`config.mk`:
```
export PLATFORM = sky130hd
export DESIGN_NAME = leaky_bucket_packet_shaper_unit
export DESIGN_NICKNAME = d
export VERILOG_FILES = /design/src/lbps_pkg.sv /design/src/lbps_queue_mem.sv /design/src/lbps_cfg.sv /design/src/lbps_ctrl.sv /design/src/leaky_bucket_packet_shaper_unit.sv
export SDC_FILE = /design/constraint.sdc
export NUM_CORES = 1
export LEC_CHECK = 0
export ABC_CLOCK_PERIOD_IN_PS = 10710
export BUFFER_PORTS_ARGS = -buffer_cell sky130_fd_sc_hd__buf_4
export CAP_MARGIN = 20
export CELL_PAD_IN_SITES_DETAIL_PLACEMENT = 0
export CELL_PAD_IN_SITES_GLOBAL_PLACEMENT = 1
export CORE_ASPECT_RATIO = 0.7
export CORE_MARGIN = 10
export CORE_UTILIZATION = 57
export CTS_BUF_LIST = sky130_fd_sc_hd__clkbuf_8
export DETAILED_ROUTE_END_ITERATION = 8
export GPL_TIMING_DRIVEN = 0
export HOLD_SLACK_MARGIN = 0.02
export PLACE_DENSITY = 0.85
export SYNTH_ARGS = -nofsm -noshare
export SYNTH_HDL_FRONTEND = slang
export SYNTH_SLANG_ARGS = --single-unit
```
`constraint.sdc`:
```
create_clock -name clk -period 10.71 [get_ports clk]
set_input_delay 2.142 -clock clk [delete_from_list [all_inputs] [get_ports clk]]
set_output_delay 2.142 -clock clk [all_outputs]
set_load 0.05 [all_outputs]
```
`src/lbps_pkg.sv`:
```
// lbps_pkg: shared types and constants of the leaky bucket packet shaper
// transaction structs, command, result kind, register index and state codes
// no dependencies
package lbps_pkg;

  localparam int QUEUE_DEPTH_DEFAULT = 16;
  localparam int SIZE_BITS_DEFAULT   = 16;
  localparam int RESULT_LIMIT        = 16;
  localparam int RESULT_COUNT_BITS   = 5;
  localparam int SIZE_FIELD_BITS     = 16;
  localparam int COUNT_FIELD_BITS    = 5;
  localparam int CFG_INDEX_BITS      = 2;
  localparam int CFG_DATA_BITS       = 16;

  typedef enum logic {
    CMD_PUSH = 1'b0,
    CMD_TICK = 1'b1
  } cmd_t;

  typedef enum logic [2:0] {
    KIND_ACCEPTED   = 3'd0,
    KIND_TOO_BIG    = 3'd1,
    KIND_QUEUE_FULL = 3'd2,
    KIND_RELEASED   = 3'd3,
    KIND_NO_RELEASE = 3'd4
  } kind_t;

  typedef enum logic [CFG_INDEX_BITS-1:0] {
    REG_BUCKET_CAPACITY = 2'd0,
    REG_QUEUE_LIMIT     = 2'd1,
    REG_PERIOD_TICKS    = 2'd2
  } cfg_reg_t;

  typedef enum logic {
    ST_IDLE  = 1'b0,
    ST_DRAIN = 1'b1
  } state_t;

  typedef struct packed {
    cmd_t                       command;
    logic [SIZE_FIELD_BITS-1:0] packet_size;
  } in_t;

  typedef struct packed {
    kind_t                       kind;
    logic [SIZE_FIELD_BITS-1:0]  released_size;
    logic [COUNT_FIELD_BITS-1:0] queue_count;
    logic [SIZE_FIELD_BITS-1:0]  space_left;
    logic                        last;
  } out_t;

endpackage

```
`src/lbps_queue_mem.sv`:
```
// lbps_queue_mem: packet size queue storage, one write and one read port
// synchronous registered read, no reset of contents
// no dependencies
module lbps_queue_mem #(
  parameter int DEPTH = 16,
  parameter int WIDTH = 16
) (
  input  logic                     clk,
  input  logic                     wr_en,
  input  logic [$clog2(DEPTH)-1:0] wr_addr,
  input  logic [WIDTH-1:0]         wr_data,
  input  logic [$clog2(DEPTH)-1:0] rd_addr,
  output logic [WIDTH-1:0]         rd_data
);

  logic [WIDTH-1:0] mem [DEPTH];

  always_ff @(posedge clk) begin
    if (wr_en) begin
      mem[wr_addr] <= wr_data;
    end
  end

  always_ff @(posedge clk) begin
    rd_data <= mem[rd_addr];
  end

endmodule

```
`src/lbps_cfg.sv`:
```
// lbps_cfg: configuration registers with write channel
// normalizes capacity, queue limit and period for the controller
// depends on lbps_pkg
module lbps_cfg #(
  parameter int QUEUE_DEPTH = lbps_pkg::QUEUE_DEPTH_DEFAULT,
  parameter int SIZE_BITS   = lbps_pkg::SIZE_BITS_DEFAULT
) (
  input  logic                                    clk,
  input  logic                                    rst,
  input  logic                                    cfg_valid,
  output logic                                    cfg_ready,
  input  logic [lbps_pkg::CFG_INDEX_BITS-1:0]     cfg_index,
  input  logic [lbps_pkg::CFG_DATA_BITS-1:0]      cfg_data,
  output logic [SIZE_BITS-1:0]                    cap,
  output logic [$clog2(QUEUE_DEPTH+1)-1:0]        limit,
  output logic [lbps_pkg::SIZE_FIELD_BITS-1:0]    period
);

  localparam int CW = $clog2(QUEUE_DEPTH + 1);
  localparam int SF = lbps_pkg::SIZE_FIELD_BITS;
  localparam int LF = lbps_pkg::COUNT_FIELD_BITS;

  logic [SF-1:0]           bucket_capacity;
  logic [LF-1:0]           queue_limit;
  logic [SF-1:0]           period_ticks;
  logic [LF-1:0]           limit_nz;
  logic [SIZE_BITS+SF-1:0] cap_ext;

  assign cfg_ready = 1'b1;

  always_ff @(posedge clk) begin
    if (rst) begin
      bucket_capacity <= '0;
      queue_limit     <= LF'(16);
      period_ticks    <= SF'(1);
    end else if (cfg_valid && cfg_ready) begin
      case (cfg_index)
        lbps_pkg::REG_BUCKET_CAPACITY: bucket_capacity <= cfg_data[SF-1:0];
        lbps_pkg::REG_QUEUE_LIMIT:     queue_limit     <= cfg_data[LF-1:0];
        lbps_pkg::REG_PERIOD_TICKS:    period_ticks    <= cfg_data[SF-1:0];
        default: ;
      endcase
    end
  end

  assign cap_ext  = (SIZE_BITS + SF)'(bucket_capacity);
  assign cap      = cap_ext[SIZE_BITS-1:0];
  assign limit_nz = (queue_limit == '0) ? LF'(1) : queue_limit;
  assign limit    = (32'(limit_nz) > 32'(QUEUE_DEPTH)) ? CW'(QUEUE_DEPTH) : CW'(limit_nz);
  assign period   = (period_ticks == '0) ? SF'(1) : period_ticks;

endmodule

```
`src/lbps_ctrl.sv`:
```
// lbps_ctrl: queue pointers, countdown, bucket space and drain sequencer
// reads the queue memory one head entry per cycle and emits results
// depends on lbps_pkg
module lbps_ctrl #(
  parameter int QUEUE_DEPTH = lbps_pkg::QUEUE_DEPTH_DEFAULT,
  parameter int SIZE_BITS   = lbps_pkg::SIZE_BITS_DEFAULT
) (
  input  logic                                  clk,
  input  logic                                  rst,
  input  logic                                  start,
  input  lbps_pkg::in_t                         request,
  output logic                                  busy,
  input  logic [SIZE_BITS-1:0]                  cap,
  input  logic [$clog2(QUEUE_DEPTH+1)-1:0]      limit,
  input  logic [lbps_pkg::SIZE_FIELD_BITS-1:0]  period,
  output logic                                  wr_en,
  output logic [$clog2(QUEUE_DEPTH)-1:0]        wr_addr,
  output logic [SIZE_BITS-1:0]                  wr_data,
  output logic [$clog2(QUEUE_DEPTH)-1:0]        rd_addr,
  input  logic [SIZE_BITS-1:0]                  rd_data,
  output logic                                  result_valid,
  output lbps_pkg::out_t                        result
);

  localparam int HW = $clog2(QUEUE_DEPTH);
  localparam int CW = $clog2(QUEUE_DEPTH + 1);
  localparam int NW = lbps_pkg::RESULT_COUNT_BITS;
  localparam int SF = lbps_pkg::SIZE_FIELD_BITS;
  localparam int LF = lbps_pkg::COUNT_FIELD_BITS;

  lbps_pkg::state_t state, state_next;

  logic [HW-1:0]        head, head_next;
  logic [CW-1:0]        count, count_next;
  logic [SF-1:0]        countdown, countdown_next;
  logic [SIZE_BITS-1:0] space, space_next;
  logic [NW-1:0]        n, n_next;
  logic                 pend_valid, pend_valid_next;
  logic [SIZE_BITS-1:0] pend_size, pend_size_next;
  logic [CW-1:0]        pend_count, pend_count_next;
  logic [SIZE_BITS-1:0] pend_space, pend_space_next;
  logic                 res_valid, res_valid_next;
  lbps_pkg::out_t       res, res_next;

  logic                 accept;
  logic                 drain_start;
  logic                 fit;
  logic [SIZE_BITS+SF-1:0] size_ext;
  logic [SIZE_BITS-1:0] size_in;
  logic [HW:0]          tail_sum;
  logic [HW-1:0]        tail;
  logic [HW-1:0]        head_inc;
  logic [SIZE_BITS-1:0] space_after;

  function automatic logic [SF-1:0] to_field(input logic [SIZE_BITS-1:0] v);
    logic [SIZE_BITS+SF-1:0] e;
    e = (SIZE_BITS + SF)'(v);
    return e[SF-1:0];
  endfunction

  function automatic logic [LF-1:0] to_count(input logic [CW-1:0] v);
    logic [CW+LF-1:0] e;
    e = (CW + LF)'(v);
    return e[LF-1:0];
  endfunction

  assign busy        = (state != lbps_pkg::ST_IDLE);
  assign accept      = start && !busy;
  assign drain_start = accept && (request.command == lbps_pkg::CMD_TICK) && (countdown == '0);

  assign size_ext = (SIZE_BITS + SF)'(request.packet_size);
  assign size_in  = size_ext[SIZE_BITS-1:0];

  assign tail_sum = (HW + 1)'(head) + (HW + 1)'(count);
  assign tail     = (tail_sum >= (HW + 1)'(QUEUE_DEPTH)) ?
                    HW'(tail_sum - (HW + 1)'(QUEUE_DEPTH)) : HW'(tail_sum);
  assign head_inc = (head == HW'(QUEUE_DEPTH - 1)) ? '0 : head + 1'b1;

  assign fit = (count != '0) && (n != NW'(lbps_pkg::RESULT_LIMIT)) && (rd_data <= space);
  assign space_after = space - rd_data;

  always_comb begin
    state_next = state;
    case (state)
      lbps_pkg::ST_IDLE: begin
        if (drain_start) begin
          state_next = lbps_pkg::ST_DRAIN;
        end
      end
      lbps_pkg::ST_DRAIN: begin
        if (!fit) begin
          state_next = lbps_pkg::ST_IDLE;
        end
      end
      default: state_next = lbps_pkg::ST_IDLE;
    endcase
  end

  always_comb begin
    head_next       = head;
    count_next      = count;
    countdown_next  = countdown;
    space_next      = space;
    n_next          = n;
    pend_valid_next = pend_valid;
    pend_size_next  = pend_size;
    pend_count_next = pend_count;
    pend_space_next = pend_space;
    res_valid_next  = 1'b0;
    res_next        = res;
    wr_en           = 1'b0;
    case (state)
      lbps_pkg::ST_IDLE: begin
        if (accept) begin
          res_next.released_size = '0;
          res_next.last          = 1'b1;
          if (request.command == lbps_pkg::CMD_PUSH) begin
            res_valid_next = 1'b1;
            if (size_in > cap) begin
              res_next.kind = lbps_pkg::KIND_TOO_BIG;
            end else if (count >= limit) begin
              res_next.kind = lbps_pkg::KIND_QUEUE_FULL;
            end else begin
              wr_en         = 1'b1;
              count_next    = count + 1'b1;
              res_next.kind = lbps_pkg::KIND_ACCEPTED;
            end
            res_next.queue_count = to_count(count_next);
            res_next.space_left  = to_field(space);
          end else if (countdown != '0) begin
            res_valid_next       = 1'b1;
            countdown_next       = countdown - 1'b1;
            res_next.kind        = lbps_pkg::KIND_NO_RELEASE;
            res_next.queue_count = to_count(count);
            res_next.space_left  = to_field(space);
          end else begin
            countdown_next  = period - 1'b1;
            space_next      = cap;
            n_next          = '0;
            pend_valid_next = 1'b0;
          end
        end
      end
      lbps_pkg::ST_DRAIN: begin
        if (fit) begin
          space_next             = space_after;
          head_next              = head_inc;
          count_next             = count - 1'b1;
          n_next                 = n + 1'b1;
          pend_valid_next        = 1'b1;
          pend_size_next         = rd_data;
          pend_count_next        = count - 1'b1;
          pend_space_next        = space_after;
          res_valid_next         = pend_valid;
          res_next.kind          = lbps_pkg::KIND_RELEASED;
          res_next.released_size = to_field(pend_size);
          res_next.queue_count   = to_count(pend_count);
          res_next.space_left    = to_field(pend_space);
          res_next.last          = 1'b0;
        end else begin
          pend_valid_next = 1'b0;
          res_valid_next  = 1'b1;
          res_next.last   = 1'b1;
          if (pend_valid) begin
            res_next.kind          = lbps_pkg::KIND_RELEASED;
            res_next.released_size = to_field(pend_size);
            res_next.queue_count   = to_count(pend_count);
            res_next.space_left    = to_field(pend_space);
          end else begin
            res_next.kind          = lbps_pkg::KIND_NO_RELEASE;
            res_next.released_size = '0;
            res_next.queue_count   = to_count(count);
            res_next.space_left    = to_field(space);
          end
        end
      end
      default: ;
    endcase
  end

  assign wr_addr = tail;
  assign wr_data = size_in;
  assign rd_addr = head_next;

  always_ff @(posedge clk) begin
    if (rst) begin
      state      <= lbps_pkg::ST_IDLE;
      head       <= '0;
      count      <= '0;
      countdown  <= '0;
      space      <= '0;
      n          <= '0;
      pend_valid <= 1'b0;
      res_valid  <= 1'b0;
    end else begin
      state      <= state_next;
      head       <= head_next;
      count      <= count_next;
      countdown  <= countdown_next;
      space      <= space_next;
      n          <= n_next;
      pend_valid <= pend_valid_next;
      res_valid  <= res_valid_next;
    end
  end

  always_ff @(posedge clk) begin
    pend_size  <= pend_size_next;
    pend_count <= pend_count_next;
    pend_space <= pend_space_next;
    res        <= res_next;
  end

  assign result_valid = res_valid;
  assign result       = res;

  a_not_last_followed: assert property (@(posedge clk) disable iff (rst)
    res_valid && !res.last |=> res_valid)
    else $error("non-final result not followed by another");

  a_release_from_drain: assert property (@(posedge clk) disable iff (rst)
    res_valid && (res.kind == lbps_pkg::KIND_RELEASED) |-> $past(state) == lbps_pkg::ST_DRAIN)
    else $error("release result outside a drain");

  a_push_counts: assert property (@(posedge clk) disable iff (rst)
    res_valid && (res.kind == lbps_pkg::KIND_ACCEPTED) |-> count == $past(count) + 1'b1)
    else $error("accepted push did not grow the queue");

  a_idle_no_pending: assert property (@(posedge clk) disable iff (rst)
    (state == lbps_pkg::ST_IDLE) |-> !pend_valid && (count <= CW'(QUEUE_DEPTH)))
    else $error("pending release or count overflow while idle");

endmodule

```
`src/leaky_bucket_packet_shaper_unit.sv`:
```
// leaky_bucket_packet_shaper_unit: push or non-draining tick result is strobed the next cycle
// drain tick: busy until the drain ends; results one per cycle, one per released packet with the
// last flagged, or one no-release if nothing fits; one read per head entry, one to mark last
// no backpressure on results; synchronous reset clears pointers and counters, config to defaults
// queue memory contents are not cleared
// depends on lbps_pkg, lbps_cfg, lbps_queue_mem, lbps_ctrl
module leaky_bucket_packet_shaper_unit #(
  parameter int QUEUE_DEPTH = lbps_pkg::QUEUE_DEPTH_DEFAULT,
  parameter int SIZE_BITS   = lbps_pkg::SIZE_BITS_DEFAULT
) (
  input  logic                                clk,
  input  logic                                rst,
  input  logic                                start,
  input  lbps_pkg::in_t                       request,
  output logic                                busy,
  input  logic                                cfg_valid,
  output logic                                cfg_ready,
  input  logic [lbps_pkg::CFG_INDEX_BITS-1:0] cfg_index,
  input  logic [lbps_pkg::CFG_DATA_BITS-1:0]  cfg_data,
  output logic                                result_valid,
  output lbps_pkg::out_t                      result
);

  localparam int HW = $clog2(QUEUE_DEPTH);
  localparam int CW = $clog2(QUEUE_DEPTH + 1);

  logic [SIZE_BITS-1:0]                 cap;
  logic [CW-1:0]                        limit;
  logic [lbps_pkg::SIZE_FIELD_BITS-1:0] period;
  logic                                 wr_en;
  logic [HW-1:0]                        wr_addr;
  logic [SIZE_BITS-1:0]                 wr_data;
  logic [HW-1:0]                        rd_addr;
  logic [SIZE_BITS-1:0]                 rd_data;

  lbps_cfg #(
    .QUEUE_DEPTH(QUEUE_DEPTH),
    .SIZE_BITS  (SIZE_BITS)
  ) u_cfg (
    .clk      (clk),
    .rst      (rst),
    .cfg_valid(cfg_valid),
    .cfg_ready(cfg_ready),
    .cfg_index(cfg_index),
    .cfg_data (cfg_data),
    .cap      (cap),
    .limit    (limit),
    .period   (period)
  );

  lbps_queue_mem #(
    .DEPTH(QUEUE_DEPTH),
    .WIDTH(SIZE_BITS)
  ) u_mem (
    .clk    (clk),
    .wr_en  (wr_en),
    .wr_addr(wr_addr),
    .wr_data(wr_data),
    .rd_addr(rd_addr),
    .rd_data(rd_data)
  );

  lbps_ctrl #(
    .QUEUE_DEPTH(QUEUE_DEPTH),
    .SIZE_BITS  (SIZE_BITS)
  ) u_ctrl (
    .clk         (clk),
    .rst         (rst),
    .start       (start),
    .request     (request),
    .busy        (busy),
    .cap         (cap),
    .limit       (limit),
    .period      (period),
    .wr_en       (wr_en),
    .wr_addr     (wr_addr),
    .wr_data     (wr_data),
    .rd_addr     (rd_addr),
    .rd_data     (rd_data),
    .result_valid(result_valid),
    .result      (result)
  );

endmodule
```
==> metrics <==
outcome complete, no violations; GP Congestion 0.936; CTS Buffer Depth 3; Synth Area in XOR/XNOR 1.10%; synthesized netlist cell count 1,492; clock power share 26.7%; commonest non-fill, non-tap cell in the layout edfxtp_1; DRT antenna net count 0; die area 41,200 sq um; Initial DRC Count 1,556; Slew @ Worst Pin 1.08 ns; global-route wire length before repair 77,700 um; layout cell share with drive strength beyond 1 15.8%; CTS tree built; row count 55; # setup viols final 0; vias per cell 6.13; Yosys reg bits 436; Synth Area in Compound Gates 11.7%; post-synthesis area per instance 12.8 sq um; vias in the first global route 12,700; I/O pin count 83; final worst setup slack 5.02 ns; Vias 13,100; Synth top area share 52.7%; Synth cell types 91; Power, Total 4880 uW; Total GRT Usage 25.1%; Crit. End Element flop; starting density of the core 58.4%; Chip Width 238 um; hold crit path type flop to flop; Die H 173 um; max_cap viols 0; initial antenna violation count 1; hold_sp u_mem.rd_data[5]$_DFF_P_; H-tree depth 3; Final HPWL DP 37,300 um; Synth area leaders edfxtp_1 53%, dfxtp_1 11%, mux2i_1 5.4%; area delta synth->final 13.7%; Final Hold Viols 0; global route overflow 0; hold buffers post-CTS 0; min Tclk post-route 5.69 ns; Flop pwr share 42.7%; Residual DRC 0; CP Launch Point request[11]; diode count 0; setup_tns 0 ns; largest family of logic cells by synthesized area compound AO/OA/AOI/OAI gates; portion of netlist area occupied by mux cells 6.83%; largest net degree at the start of global routing 47; Gate power share 30.6%; first-pass iteration count of the detailed router 7; Skew-Pair Late Insertion Delay 0.64 ns; largest area contributor in the netlist edfxtp_1; CTS Buf Count 67; DP Cell Count 2,011; cell internal pwr 3150 uW; core area 32,600 sq um; post-synthesis adder-cell area fraction 3.30%; WL/cell 24.5 um; critical path arrival 5.94 ns; Post-synth EDFFs 334; sw frac 35.3%; reg2reg start u_ctrl.space[0]$_SDFFE_PP0P_; Post-Synth Simple-Gate Area 10.7%; pre-CTS setup slack 4.36 ns; Pins Over Slew Limit 0; Clock Root Buffer clkbuf_8; CP Data Required Time 10.95 ns; prevailing post-synth register cell edfxtp_1; Switch Pwr 1720 uW; commonest non-fill, non-tap cells in the layout 334 x edfxtp_1, 125 x nand2_1, 103 x mux2i_1, 102 x dfxtp_1, 87 x buf_4; mapped cell area 19,000 sq um; FMAX 176 MHz; sequential area share after synthesis 63.4%; Setup crit start kind input port; Setup CP Type input port to flop; VDD IR max 0.274 mV; Pwr Density 225 nW/um^2; FFs w/ async S/R, synth 0%; syn nets 1,580; Clock Skews 0.0282 ns; final cell count without fillers 2,133; Layout Nets 1,741; Synth Warn # 0; Post-CTS Resized 0; clock sink count 436; utilization after layout 66.4%; Worst-path clk slew 0.06 ns; Worst Path Max Fanout 17; LEAKAGE 0.00786 uW; relative slew slack 27.8%; RSZ-0062 raised after global routing no; setup bufs post-CTS 0; Final Cycle Share 53.2%; routed wire length 52,200 um; IO Port Bufs 80
==> per-layer routing <==
layer  global-route usage [%]  wire, um
met1                     36.2     23300
met2                     33.5     21100
met3                     10.9      6770
met4                     6.44      1030
met5                        0         0
==> registers in the layout, summed over array words and instances, names as in the netlist <==
signal               count
u_ctrl.head              4
u_ctrl.result_valid      1
u_cfg.queue_limit        5
u_ctrl.pend_space       16
u_ctrl.count             5
u_ctrl.result           41
u_ctrl.space            16
u_mem.rd_data           16
u_mem.mem              256
u_cfg.period_ticks      16
u_ctrl.pend_size        16
u_ctrl.countdown        16
u_ctrl.pend_valid        1
u_ctrl.busy              1
u_ctrl.pend_count        5
u_ctrl.n                 5
u_cfg.cap               16
==> stage by stage <==
stage / area (sq um) / hold slack [ns]
global placement: 20200 / 0.420
CTS: 21600 / 0.431
finish: 21600 / 0.426
global route: 21600 / 0.444
floorplan: 19000 / 0.408
detailed placement: 20400 / 0.419
==> power by group through the flow <==
stage          clock (uW)  sequential, uW  combinational [uW]
5_1_grt              1400            2100                1630
3_3_place_gp            0            2110                1430
4_1_cts              1320            2080                1470
2_1_floorplan           0            2290                 867
6_report             1300            2080                1490
3_5_place_dp            0            2120                1470
==> path summary, 6_finish.rpt <==
path,to,slack [ns],cells past startpoint
max reg2reg,u_mem.rd_data[12]$_DFF_P_,5.82,13
min reg2reg,u_ctrl.pend_size[5]$_DFFE_PP_,0.43,0
min,u_ctrl.pend_size[5]$_DFFE_PP_,0.43,0
max,u_mem.mem[10][9]$_DFFE_PP_,5.02,11
==> cell type report <==
type                    count  area [sq um]
plain buffers              75           368
fillers                  2458         11000
multi-input cells         927          6440
flip-flops and latches    436         12100
clock buffers              74          1020
well taps                 427           534
clock inverters            48           234
inverters                  54           203
repair buffers             92           781
==> synth_stat cells (all sizes together) (8+ instances only) <==
cell type and instances:
a211o 13, a21oi 88, nand2 125, mux2i 103, nand4 10, mux2 22
nand2b 9, o32ai 10, nor2 96, clkbuf 43, a21o 21, xor2 11
o22ai 32, buf 32, edfxtp 334, nand3 16, dfxtp 102, or2 8
xnor2 13, o21ai 41, and3 39, ha 47, nor3 37, inv 54
a211oi 36, and2 20, or4 18
==> critical path: stages <==
cell	delay, ns
buf_4	0.19
ha_1	0.33
and3_1	0.20
a221o_1	0.35
a221oi_1	0.37
o211ai_1	0.19
a21oi_1	0.31
clkbuf_1	0.39
and2_1	0.28
nand4b_1	0.31
nor2_2	0.87
==> cells by family after synthesis <==
family | Yosys count
flip-flops | 436
buffers and inverters | 129
XOR/XNOR | 24
adder cells (fa/ha/maj) | 49
multiplexers | 126
AND/OR/NAND/NOR | 411
AO/OA/AOI/OAI | 316
other | 1
No activity file was read; power rests on OpenSTA's default activity.
